--- src/hdl/lbpg_pkg.sv ---
// lbpg_pkg: shared types, action codes and timing constants of the led blink
// pattern generator
// no dependencies
`default_nettype none

package lbpg_pkg;

  // field widths of one input beat, fixed by the interface
  localparam int unsigned ActionW = 3;
  localparam int unsigned CountW  = 16;
  localparam int unsigned TimeW   = 16;

  // parameter defaults
  localparam int unsigned DefTimeBits  = 16;
  localparam int unsigned DefCountBits = 16;

  // error burst timing in ms ticks
  localparam longint unsigned ErrOnMs    = 100;
  localparam longint unsigned ErrOffMs   = 400;
  localparam longint unsigned ErrPauseMs = 2000;

  typedef enum logic [ActionW-1:0] {
    ACT_TICK  = 3'd0,
    ACT_OFF   = 3'd1,
    ACT_ON    = 3'd2,
    ACT_BLINK = 3'd3,
    ACT_ERROR = 3'd4
  } action_e;

  typedef struct packed {
    logic [ActionW-1:0] action;
    logic [CountW-1:0]  count;
    logic               forever_req;
    logic [TimeW-1:0]   on_time;
    logic [TimeW-1:0]   off_time;
  } item_t;

  // input stage contents handed to the engine
  typedef struct packed {
    logic  valid;
    item_t item;
  } stage_t;

  // clamp a constant to the largest value of a given number of bits
  function automatic longint unsigned sat_const(longint unsigned v, int unsigned bits);
    longint unsigned lim;
    lim = (64'd1 << bits) - 64'd1;
    return (v > lim) ? lim : v;
  endfunction

endpackage

`default_nettype wire

--- src/hdl/lbpg_in_stage.sv ---
// lbpg_in_stage: input register that holds one beat until the engine takes it
// depends on lbpg_pkg
`default_nettype none

module lbpg_in_stage
  import lbpg_pkg::*;
(
  input  wire logic   clk_i,
  input  wire logic   rst_ni,
  input  wire logic   in_valid_i,
  input  wire item_t  in_item_i,
  input  wire logic   advance_i,
  output logic        in_ready_o,
  output stage_t      stage_o
);

  logic  valid_q, valid_d;
  item_t item_q;

  // room when empty or when the held beat moves on this cycle
  assign in_ready_o = !valid_q || advance_i;
  assign valid_d    = in_ready_o ? in_valid_i : valid_q;

  always_ff @(posedge clk_i or negedge rst_ni) begin
    if (!rst_ni) begin
      valid_q <= 1'b0;
    end else begin
      valid_q <= valid_d;
    end
  end

  always_ff @(posedge clk_i) begin
    if (in_ready_o && in_valid_i) begin
      item_q <= in_item_i;
    end
  end

  assign stage_o.valid = valid_q;
  assign stage_o.item  = item_q;

endmodule

`default_nettype wire

--- src/hdl/lbpg_engine.sv ---
// lbpg_engine: blink state, one-pass update per beat and the result register
// depends on lbpg_pkg
`default_nettype none

module lbpg_engine
  import lbpg_pkg::*;
#(
  parameter int unsigned TIME_BITS  = DefTimeBits,
  parameter int unsigned COUNT_BITS = DefCountBits
) (
  input  wire logic   clk_i,
  input  wire logic   rst_ni,
  input  wire stage_t stage_i,
  output logic        advance_o,
  output logic        out_valid_o,
  input  wire logic   out_ready_i,
  output logic        led_level_o,
  output logic        busy_res_o
);

  localparam logic [TIME_BITS-1:0] ErrOn    = TIME_BITS'(sat_const(ErrOnMs, TIME_BITS));
  localparam logic [TIME_BITS-1:0] ErrOff   = TIME_BITS'(sat_const(ErrOffMs, TIME_BITS));
  localparam logic [TIME_BITS-1:0] ErrPause = TIME_BITS'(sat_const(ErrPauseMs, TIME_BITS));
  localparam logic [TIME_BITS-1:0] TimeOne  = TIME_BITS'(1);
  localparam logic [COUNT_BITS-1:0] CntOne  = COUNT_BITS'(1);

  logic                  lit_q, lit_d;
  logic                  active_q, active_d;
  logic                  endless_q, endless_d;
  logic [COUNT_BITS-1:0] left_q, left_d;
  logic [COUNT_BITS-1:0] burst_q, burst_d;
  logic [TIME_BITS-1:0]  wait_q, wait_d;
  logic [TIME_BITS-1:0]  on_len_q, on_len_d;
  logic [TIME_BITS-1:0]  off_len_q, off_len_d;
  logic                  out_valid_q, out_valid_d;
  logic                  led_q, busy_q;

  logic                  fire;
  logic [COUNT_BITS-1:0] cnt;
  logic [COUNT_BITS-1:0] err_cnt;
  logic [COUNT_BITS-1:0] left_dec;
  logic [TIME_BITS-1:0]  t_on, t_off;

  assign advance_o   = !out_valid_q || out_ready_i;
  assign fire        = stage_i.valid && advance_o;
  assign out_valid_d = stage_i.valid || (out_valid_q && !out_ready_i);

  assign cnt      = COUNT_BITS'(stage_i.item.count);
  assign err_cnt  = (cnt == '0) ? CntOne : cnt;
  assign t_on     = TIME_BITS'(stage_i.item.on_time);
  assign t_off    = TIME_BITS'(stage_i.item.off_time);
  assign left_dec = endless_q ? left_q : left_q - CntOne;

  always_comb begin
    lit_d     = lit_q;
    active_d  = active_q;
    endless_d = endless_q;
    left_d    = left_q;
    burst_d   = burst_q;
    wait_d    = wait_q;
    on_len_d  = on_len_q;
    off_len_d = off_len_q;
    unique case (stage_i.item.action)
      ACT_TICK: begin
        if (active_q) begin
          if (wait_q > TimeOne) begin
            wait_d = wait_q - TimeOne;
          end else if (lit_q) begin
            // end of on phase
            lit_d  = 1'b0;
            left_d = left_dec;
            if (!endless_q && left_dec == '0) begin
              if (burst_q != '0) begin
                left_d = burst_q;
                wait_d = ErrPause;
              end else begin
                active_d = 1'b0;
                wait_d   = '0;
              end
            end else begin
              wait_d = off_len_q;
            end
          end else begin
            lit_d  = 1'b1;
            wait_d = on_len_q;
          end
        end
      end
      ACT_OFF: begin
        lit_d     = 1'b0;
        active_d  = 1'b0;
        left_d    = '0;
        burst_d   = '0;
        endless_d = 1'b0;
      end
      ACT_ON: begin
        lit_d    = 1'b1;
        active_d = 1'b0;
      end
      ACT_BLINK: begin
        if ((!stage_i.item.forever_req && cnt == '0) || t_on == '0) begin
          lit_d     = 1'b0;
          active_d  = 1'b0;
          left_d    = '0;
          burst_d   = '0;
          endless_d = 1'b0;
        end else begin
          lit_d     = 1'b1;
          active_d  = 1'b1;
          burst_d   = '0;
          left_d    = cnt;
          endless_d = stage_i.item.forever_req;
          on_len_d  = t_on;
          off_len_d = t_off;
          wait_d    = t_on;
        end
      end
      ACT_ERROR: begin
        lit_d     = 1'b1;
        active_d  = 1'b1;
        burst_d   = err_cnt;
        left_d    = err_cnt;
        endless_d = 1'b0;
        on_len_d  = ErrOn;
        off_len_d = ErrOff;
        wait_d    = ErrOn;
      end
      default: begin
      end
    endcase
  end

  always_ff @(posedge clk_i or negedge rst_ni) begin
    if (!rst_ni) begin
      lit_q       <= 1'b0;
      active_q    <= 1'b0;
      endless_q   <= 1'b0;
      left_q      <= '0;
      burst_q     <= '0;
      wait_q      <= '0;
      on_len_q    <= '0;
      off_len_q   <= '0;
      out_valid_q <= 1'b0;
    end else begin
      if (advance_o) begin
        out_valid_q <= out_valid_d;
      end
      if (fire) begin
        lit_q     <= lit_d;
        active_q  <= active_d;
        endless_q <= endless_d;
        left_q    <= left_d;
        burst_q   <= burst_d;
        wait_q    <= wait_d;
        on_len_q  <= on_len_d;
        off_len_q <= off_len_d;
      end
    end
  end

  always_ff @(posedge clk_i) begin
    if (fire) begin
      led_q  <= lit_d;
      busy_q <= active_d;
    end
  end

  assign out_valid_o = out_valid_q;
  assign led_level_o = led_q;
  assign busy_res_o  = busy_q;

endmodule

`default_nettype wire

--- src/hdl/led_blink_pattern_generator_top.sv ---
// led_blink_pattern_generator_top: top level of the led blink pattern generator
// depends on lbpg_pkg, lbpg_in_stage and lbpg_engine
`default_nettype none

// Drives one LED from a stream of beats: each beat is either a 1 ms tick or a
// command (steady off, steady on, start blink run, start error burst), and
// every accepted beat returns exactly one result beat with the LED level and
// a busy flag. Starts light the LED at once; a blink run with zero count (not
// forever) or zero on time acts as steady off. An error burst blinks
// max(count,1) times 100 ms on / 400 ms off, with a 2000 ms pause in place of
// the last off phase, and repeats until stopped; these times clamp to the
// largest TIME_BITS value. Throughput is one beat per clock while out_ready_i
// holds high: a beat sits in an input register, the state update and result
// are computed in one pass and captured in the result register. While a
// result waits on out_ready_i the input register can still take one more
// beat, then in_ready_o drops until the result is taken. TIME_BITS sets the
// countdown width, COUNT_BITS the blink counter.
module led_blink_pattern_generator_top
  import lbpg_pkg::*;
#(
  parameter int unsigned TIME_BITS  = DefTimeBits,
  parameter int unsigned COUNT_BITS = DefCountBits
) (
  input  wire logic               clk_i,
  input  wire logic               rst_ni,
  // input beat
  input  wire logic               in_valid_i,
  output logic                    in_ready_o,
  input  wire logic [ActionW-1:0] action_i,
  input  wire logic [CountW-1:0]  count_i,
  input  wire logic               forever_req_i,
  input  wire logic [TimeW-1:0]   on_time_i,
  input  wire logic [TimeW-1:0]   off_time_i,
  // result beat
  output logic                    out_valid_o,
  input  wire logic               out_ready_i,
  output logic                    led_level_o,
  output logic                    busy_res_o
);

  item_t  in_item;
  stage_t stage;
  logic   advance;

  // pack the input fields
  assign in_item.action      = action_i;
  assign in_item.count       = count_i;
  assign in_item.forever_req = forever_req_i;
  assign in_item.on_time     = on_time_i;
  assign in_item.off_time    = off_time_i;

  // input register
  lbpg_in_stage u_in_stage (
    .clk_i      (clk_i),
    .rst_ni     (rst_ni),
    .in_valid_i (in_valid_i),
    .in_item_i  (in_item),
    .advance_i  (advance),
    .in_ready_o (in_ready_o),
    .stage_o    (stage)
  );

  // state update and result register
  lbpg_engine #(
    .TIME_BITS  (TIME_BITS),
    .COUNT_BITS (COUNT_BITS)
  ) u_engine (
    .clk_i       (clk_i),
    .rst_ni      (rst_ni),
    .stage_i     (stage),
    .advance_o   (advance),
    .out_valid_o (out_valid_o),
    .out_ready_i (out_ready_i),
    .led_level_o (led_level_o),
    .busy_res_o  (busy_res_o)
  );

  // an empty input register always takes a beat
  a_ready_when_empty: assert property (
    @(posedge clk_i) disable iff (!rst_ni)
    !stage.valid |-> in_ready_o
  ) else $error("input stage empty but not ready");

  // a held beat that moves on yields a result next cycle
  a_result_follows: assert property (
    @(posedge clk_i) disable iff (!rst_ni)
    (stage.valid && advance) |=> out_valid_o
  ) else $error("beat consumed without a result");

  // a full input register that cannot drain must block new beats
  a_no_overrun: assert property (
    @(posedge clk_i) disable iff (!rst_ni)
    (stage.valid && !advance) |-> !in_ready_o
  ) else $error("input stage would be overwritten");

endmodule

`default_nettype wire
--- config.mk ---
export PLATFORM = sky130hd
export DESIGN_NAME = led_blink_pattern_generator_top
export DESIGN_NICKNAME = d
export VERILOG_FILES = /design/src/hdl/lbpg_pkg.sv /design/src/hdl/lbpg_in_stage.sv /design/src/hdl/lbpg_engine.sv /design/src/hdl/led_blink_pattern_generator_top.sv
export SDC_FILE = /design/constraint.sdc
export NUM_CORES = 1
export LEC_CHECK = 0
export BUFFER_PORTS_ARGS = -buffer_cell sky130_fd_sc_hd__buf_4
export CAP_MARGIN = 5
export CORE_UTILIZATION = 61
export DETAILED_ROUTE_END_ITERATION = 7
export GPL_ROUTABILITY_DRIVEN = 0
export HOLD_SLACK_MARGIN = 0.12
export PLACE_DENSITY = 0.9
export SETUP_SLACK_MARGIN = 0.05
export SLEW_MARGIN = 20
export SYNTH_ARGS = -nofsm -noshare
export SYNTH_HDL_FRONTEND = slang
export SYNTH_SLANG_ARGS = --single-unit
export TNS_END_PERCENT = 50
--- constraint.sdc ---
create_clock -name clk_i -period 6.47 [get_ports clk_i]
set_input_delay 1.6175 -clock clk_i [delete_from_list [all_inputs] [get_ports clk_i]]
set_output_delay 1.6175 -clock clk_i [all_outputs]
set_load 0.02 [all_outputs]
After elaboration in Yosys (flattened, before gate mapping)
Index checks and enable logic that the tools add are counted.

operators by class
  add/subtract/negate cells = 2
  order comparisons = 1
  equality and inequality tests = 8
  mux-type cells = 33
  reductions and logical operators = 33

operators with widths
  cell                     count
  $mux W16                 14
  $pmux W16 S2             3
  $pmux W16 S4             1
  $logic_not A16 Y1        3
  $pmux W16 S3             1
  $sub A16 B1 Y16 const B  2
  $gt A16 B1 Y1 const B    1
  $reduce_bool A16 Y1      1
  $mux W11                 1
  $mux W1                  10
  $pmux W1 S4              2
  $reduce_or A2 Y1         4
  $eq A3 B2 Y1 const B     2
  $reduce_bool A2 Y1       3
  $logic_and A1 B1 Y1      5
  $logic_not A1 Y1         5
  $reduce_and A5 Y1        1
  $logic_or A1 B1 Y1       4
  $ne A2 B1 Y1 const B     2
  $ne A2 B2 Y1 const B     2
  $reduce_and A2 Y1        2
  $reduce_and A4 Y1        1
  $reduce_bool A4 Y1       1
  $eq A3 B1 Y1 const B     1
  other kinds (5)          5

word-level totals
  register bits after elaboration = 139
  word-level logic and storage cells = 94

Longest topological paths before layout
  depth after elaboration = 9
  mapped depth = 11

Cells and area by module
Synthesis repeated with hierarchy kept, for this count alone.

unflattened totals
  cell total of the unflattened synthesis = 647
  area, all modules = 6,729.0 um^2

by module, submodules not included
  module         instances  cells an instance  area an instance (um^2)  sequential area each (um^2)
  lbpg_engine    1          590                5,106.1                  2,162.1
  lbpg_in_stage  1          57                 1,622.8                  1,586.5

Worst setup path before layout
Ideal clock, no wire load.

  kind = input -> register
  from = input port out_ready_i
  to = register u_in_stage.item_q (netlist bit u_in_stage.stage_o[0]), enable pin
  library setup time = 0.415 ns
  arrival = 3.158 ns
  slack = 2.898 ns
  stages = 2
  path buffers = 0
  cell sequence = nand3b_1 > and2_1

on the way
  word-level cells in the longest chain between the ends = 3

RTL lines
  element                 line                                   source
  start: declaration      led_blink_pattern_generator_top.sv:36  input wire logic out_ready_i,
  $logic_or A1 B1 Y1      lbpg_engine.sv:44                      assign advance_o = !out_valid_q || out_ready_i;
  $logic_or A1 B1 Y1      lbpg_in_stage.sv:21                    assign in_ready_o = !valid_q || advance_i;
  $logic_and A1 B1 Y1     lbpg_in_stage.sv:33                    if (in_ready_o && in_valid_i) begin
  end signal: assignment  lbpg_in_stage.sv:34                    item_q <= in_item_i;
  end: declaration        lbpg_in_stage.sv:18                    item_t item_q;

No other way between the ends.
A chain may end at the register's enable or synchronous reset.

Worst setup path in the final report
  from = register u_engine.left_q[0]
  to = register u_engine.left_q[6]

on the way
  word-level cells in the longest chain between the ends = 9
  elaborated cells between the ends (all ways) = 10
  classes of those cells = 1 x add/sub; 7 x mux; 2 x reduce/logical

RTL lines
  element                   line                source
  start: declaration        lbpg_engine.sv:30   logic [COUNT_BITS-1:0] left_q, left_d;
  start signal: assignment  lbpg_engine.sv:152  left_q <= left_d;
  $sub A16 B1 Y16           lbpg_engine.sv:52   assign left_dec = endless_q ? left_q : left_q - CntOne;
  $mux W16 *                lbpg_engine.sv:52
  $logic_not A16 Y1         lbpg_engine.sv:72   if (!endless_q && left_dec == '0) begin
  $logic_and A1 B1 Y1       lbpg_engine.sv:72
  $mux W16 *                lbpg_engine.sv:72
  $mux W16 *                lbpg_engine.sv:68   end else if (lit_q) begin
  $mux W16 *                lbpg_engine.sv:66   if (wait_q > TimeOne) begin
  $mux W16 *                lbpg_engine.sv:65   if (active_q) begin
  $pmux W16 S4 *            lbpg_engine.sv:63   unique case (stage_i.item.action)

Mark *: on every way between the ends. The rest lies on a longest branch, timed or not. The select of a mux whose other input is x is not followed.

==> impl_metrics.yaml <==
worst_hold_path:
  min_to: "u_engine.on_len_q[0]"
  hold_class: "register to register"
  holdCritStartpoint: "u_engine.on_len_q[0]"
  holdPathStages: 1
synth:
  synth-seq-area-share: 0.550
  synth_top_family_by_area: "compound AO/OA/AOI/OAI gates"
  yosys.cell_count.top_type: "nand2_1"
  netlist_top_cells_area: "dfrtp_1, edfxtp_1, nand2_1"
  synth_top_area_frac: 0.312
  synth_compound_area_frac: 0.195
  syn_nets: 750
  asyncSetResetFlopFracSynth: 0.612
  syn_avg_cell_area_um2: 9.87
  yosys-top-cells-count: "nand2_1, dfrtp_1, o21ai_0"
  synth-warning-count: 0
  yosys_register_bits: 139
  synth_top_cell_by_area: "dfrtp_1"
  synth-edff-count: 54
  syn_inst: 691
  synth_cell_types: 69
  synthAdderAreaFrac: 0.00550
  yosys.area_share.simple: 0.191
  syn-cell-area_mm2: 0.00682
  synth_xor_area_frac: 0.0205
  synthMuxAreaShare: 0.00147
  ys.flop_type: "dfrtp_1"
cts:
  post_cts_resized: 0
  insertion_delay_ps: 540
  clk_pin_slew_ps: 60
  ctsHoldBuffers: 0
  cts_root_buf: "clkbuf_8"
  htree_levels: 4
  cts_setup_buffers: 0
  cts_tree: "yes"
  cts_buffers: 17
  clk_path_buf_depth: 2
  cts.sink_count: 139
timing:
  slew_headroom: 0.297
  layout_min_cycle_time_ps: 3800
  tightest_slew_ps: 1050
  timing.hold.ws_ps: 503
  max_freq_ghz: 0.263
  clock_skew_ps: 15.7
  setup_viol: 0
  hold_viol_final: 0
  period_share: 0.587
  slew_viol_final: 0
  rsz0062_at_grt: "false"
  fin_setup_tns_ps: 0
route:
  drtIter0Drc: 1195
  vias_per_cell: 7.06
  ant_nets: 0
  wl_per_cell_um: 22.5
  drc: 0
  vias: 6266
  drt-pass1-iter-count: 6
  drt-total-wl_mm: 20.0
grt:
  overflow: 0
  first_global_vias: 5822
  grt_max_degree: 86
  antenna_found_initial: 0
  globalRouteTotalUtil: 0.360
  grt_pass1_wl_mm: 30.9
worst_setup_path:
  critPathLaunchType: "register"
  timing.reg2reg.setup_slack_ps: 2670
  crit_path_end_kind: "register"
  r2r_cells: 9
  required_ps: 6940
  path_buf_inv: 1
  crit_family: "simple AND/OR/NAND/NOR gates"
  worstReg2RegEnd: "u_engine.left_q[6]"
  critical_path_class: "register to register"
  crit_fanout: 24
  slowest_delay_ps: 760
  cp.arrival_ps: 4270
  crit_chain: "inv_1, ha_1, nor3b_2, nand3_1, a2111oi_0, o221ai_2, nor3_4, nor3b_4, a21o_1"
  r2r_start: "u_engine.left_q[0]"
  cpMaxStageDelayCell: "nor3_4"
flow_run:
  maxCapViolCount: 0
die:
  start_util: 0.627
  die_x_um: 108
  fp-row-count: 38
  coreArea_mm2: 0.0109
  fp.dieArea_mm2: 0.0116
  pin_count: 60
  die_height_um: 108
cells_and_area:
  area_growth_pct: 15.9
  fillers: 600
  num-nets-final: 793
  drive_gt1_frac: 0.153
  fin_area_mm2: 0.00791
  antenna_cells: 0
  layout.cells.non_filler: 887
power:
  p_leak_nw: 3.23
  p_per_area_mw_per_mm2: 379
  peakVddDrop_v: 0.000324
status:
  run_status: "complete, no violations"
placed_design:
  hpwl_mm: 12.6
  place_inst: 855
  io_buffers: 59
  place_area_mm2: 0.00730
flip-flops by register name, indices dropped and copies added (netlist names), 16 cells and up:
signal	count
u_in_stage.stage_o	52
u_engine.burst_q	16
u_engine.left_q	16
u_engine.off_len_q	16
u_engine.on_len_q	16
u_engine.wait_q	16
metal layers:
layer,global-route usage,wire (µm)
met1,0.480,7090
met2,0.551,9170
met3,0.111,2960
met4,0.138,742
met5,0,0
worst max path at each step:
stage	endpoint	slack (ps)	cells after the start	startpoint
after floorplan	u_in_stage.stage_o[0]	2900	2	out_ready_i
after global placement	in_ready_o	2780	3	out_ready_i
after detailed placement	u_engine.wait_q[14]	2750	10	out_ready_i
after CTS	in_ready_o	2750	3	out_ready_i
after global routing	u_engine.left_q[6]	2460	9	u_engine.left_q[0]
final	u_engine.left_q[6]	2670	9	u_engine.left_q[0]
report_power, final:
group	leakage (nW)	total, mW	switching, mW	internal [mW]
combinational	1.35	0.662	0.398	0.264
sequential	1.58	1.34	0.245	1.10
clock	0.292	0.993	0.399	0.594
total	3.23	3.00	1.04	1.96
per-stage QoR:
stage	setup WS (ps)	util	total power, mW
finish	2670	0.726	3.00
global route	2460	0.726	3.09
CTS	2750	0.726	2.95
detailed placement	2750	0.671	1.95
global placement	2780	0.671	1.90
floorplan	2900	-	1.74
cell type report:
class / count / area [µm²] / area share
flip-flops and latches: 139 / 3750 / 0.474
multi-input cells: 491 / 2820 / 0.357
clock buffers: 17 / 414 / 0.0524
well taps: 140 / 175 / 0.0222
repair buffers: 63 / 477 / 0.0603
inverters: 22 / 82.6 / 0.0104
clock inverters: 15 / 185 / 0.0234
logic make-up (layout without fill, tap and decap cells):
family | count (synthesis) | count (layout)
xor+xnor | 16 | 16
compound gates | 201 | 201
buf+inv | 61 | 117
flops | 139 | 139
mux | 1 | 1
simple gates | 270 | 270
fa+ha+maj | 3 | 3
layout by cell type (no fill, tap or decap), types with 3 or more instances in the layout:
| cell type | netlist | final |
|---|---|---|
| dfrtp_1 | 85 | 85 |
| ha_1 | 3 | 3 |
| o2bb2ai_1 | 3 | 3 |
| clkbuf_16 | 0 | 16 |
| nand3_1 | 8 | 8 |
| nand2b_1 | 4 | 4 |
| clkinv_4 | 0 | 3 |
| nor4_1 | 18 | 18 |
| a21oi_1 | 36 | 36 |
| nor3_1 | 22 | 22 |
| edfxtp_1 | 54 | 54 |
| a31o_2 | 3 | 3 |
| xor2_1 | 6 | 6 |
| xnor2_1 | 10 | 10 |
| o21ai_0 | 67 | 67 |
| o211ai_1 | 3 | 3 |
| and3_1 | 5 | 5 |
| a211oi_1 | 4 | 4 |
| nor2_1 | 53 | 53 |
| a21o_1 | 14 | 14 |
| inv_6 | 0 | 6 |
| a31oi_1 | 8 | 8 |
| bufinv_16 | 0 | 3 |
| a221oi_1 | 7 | 7 |
| o31ai_1 | 8 | 8 |
| a22oi_1 | 5 | 5 |
| a32oi_1 | 8 | 8 |
| or3_1 | 8 | 8 |
| nand2_1 | 120 | 120 |
| o221ai_1 | 5 | 5 |
| nand4_1 | 9 | 9 |
| inv_1 | 22 | 22 |
| buf_4 | 2 | 62 |
| a221o_1 | 3 | 3 |
Note: power is estimated with default switching activity, not from simulation.
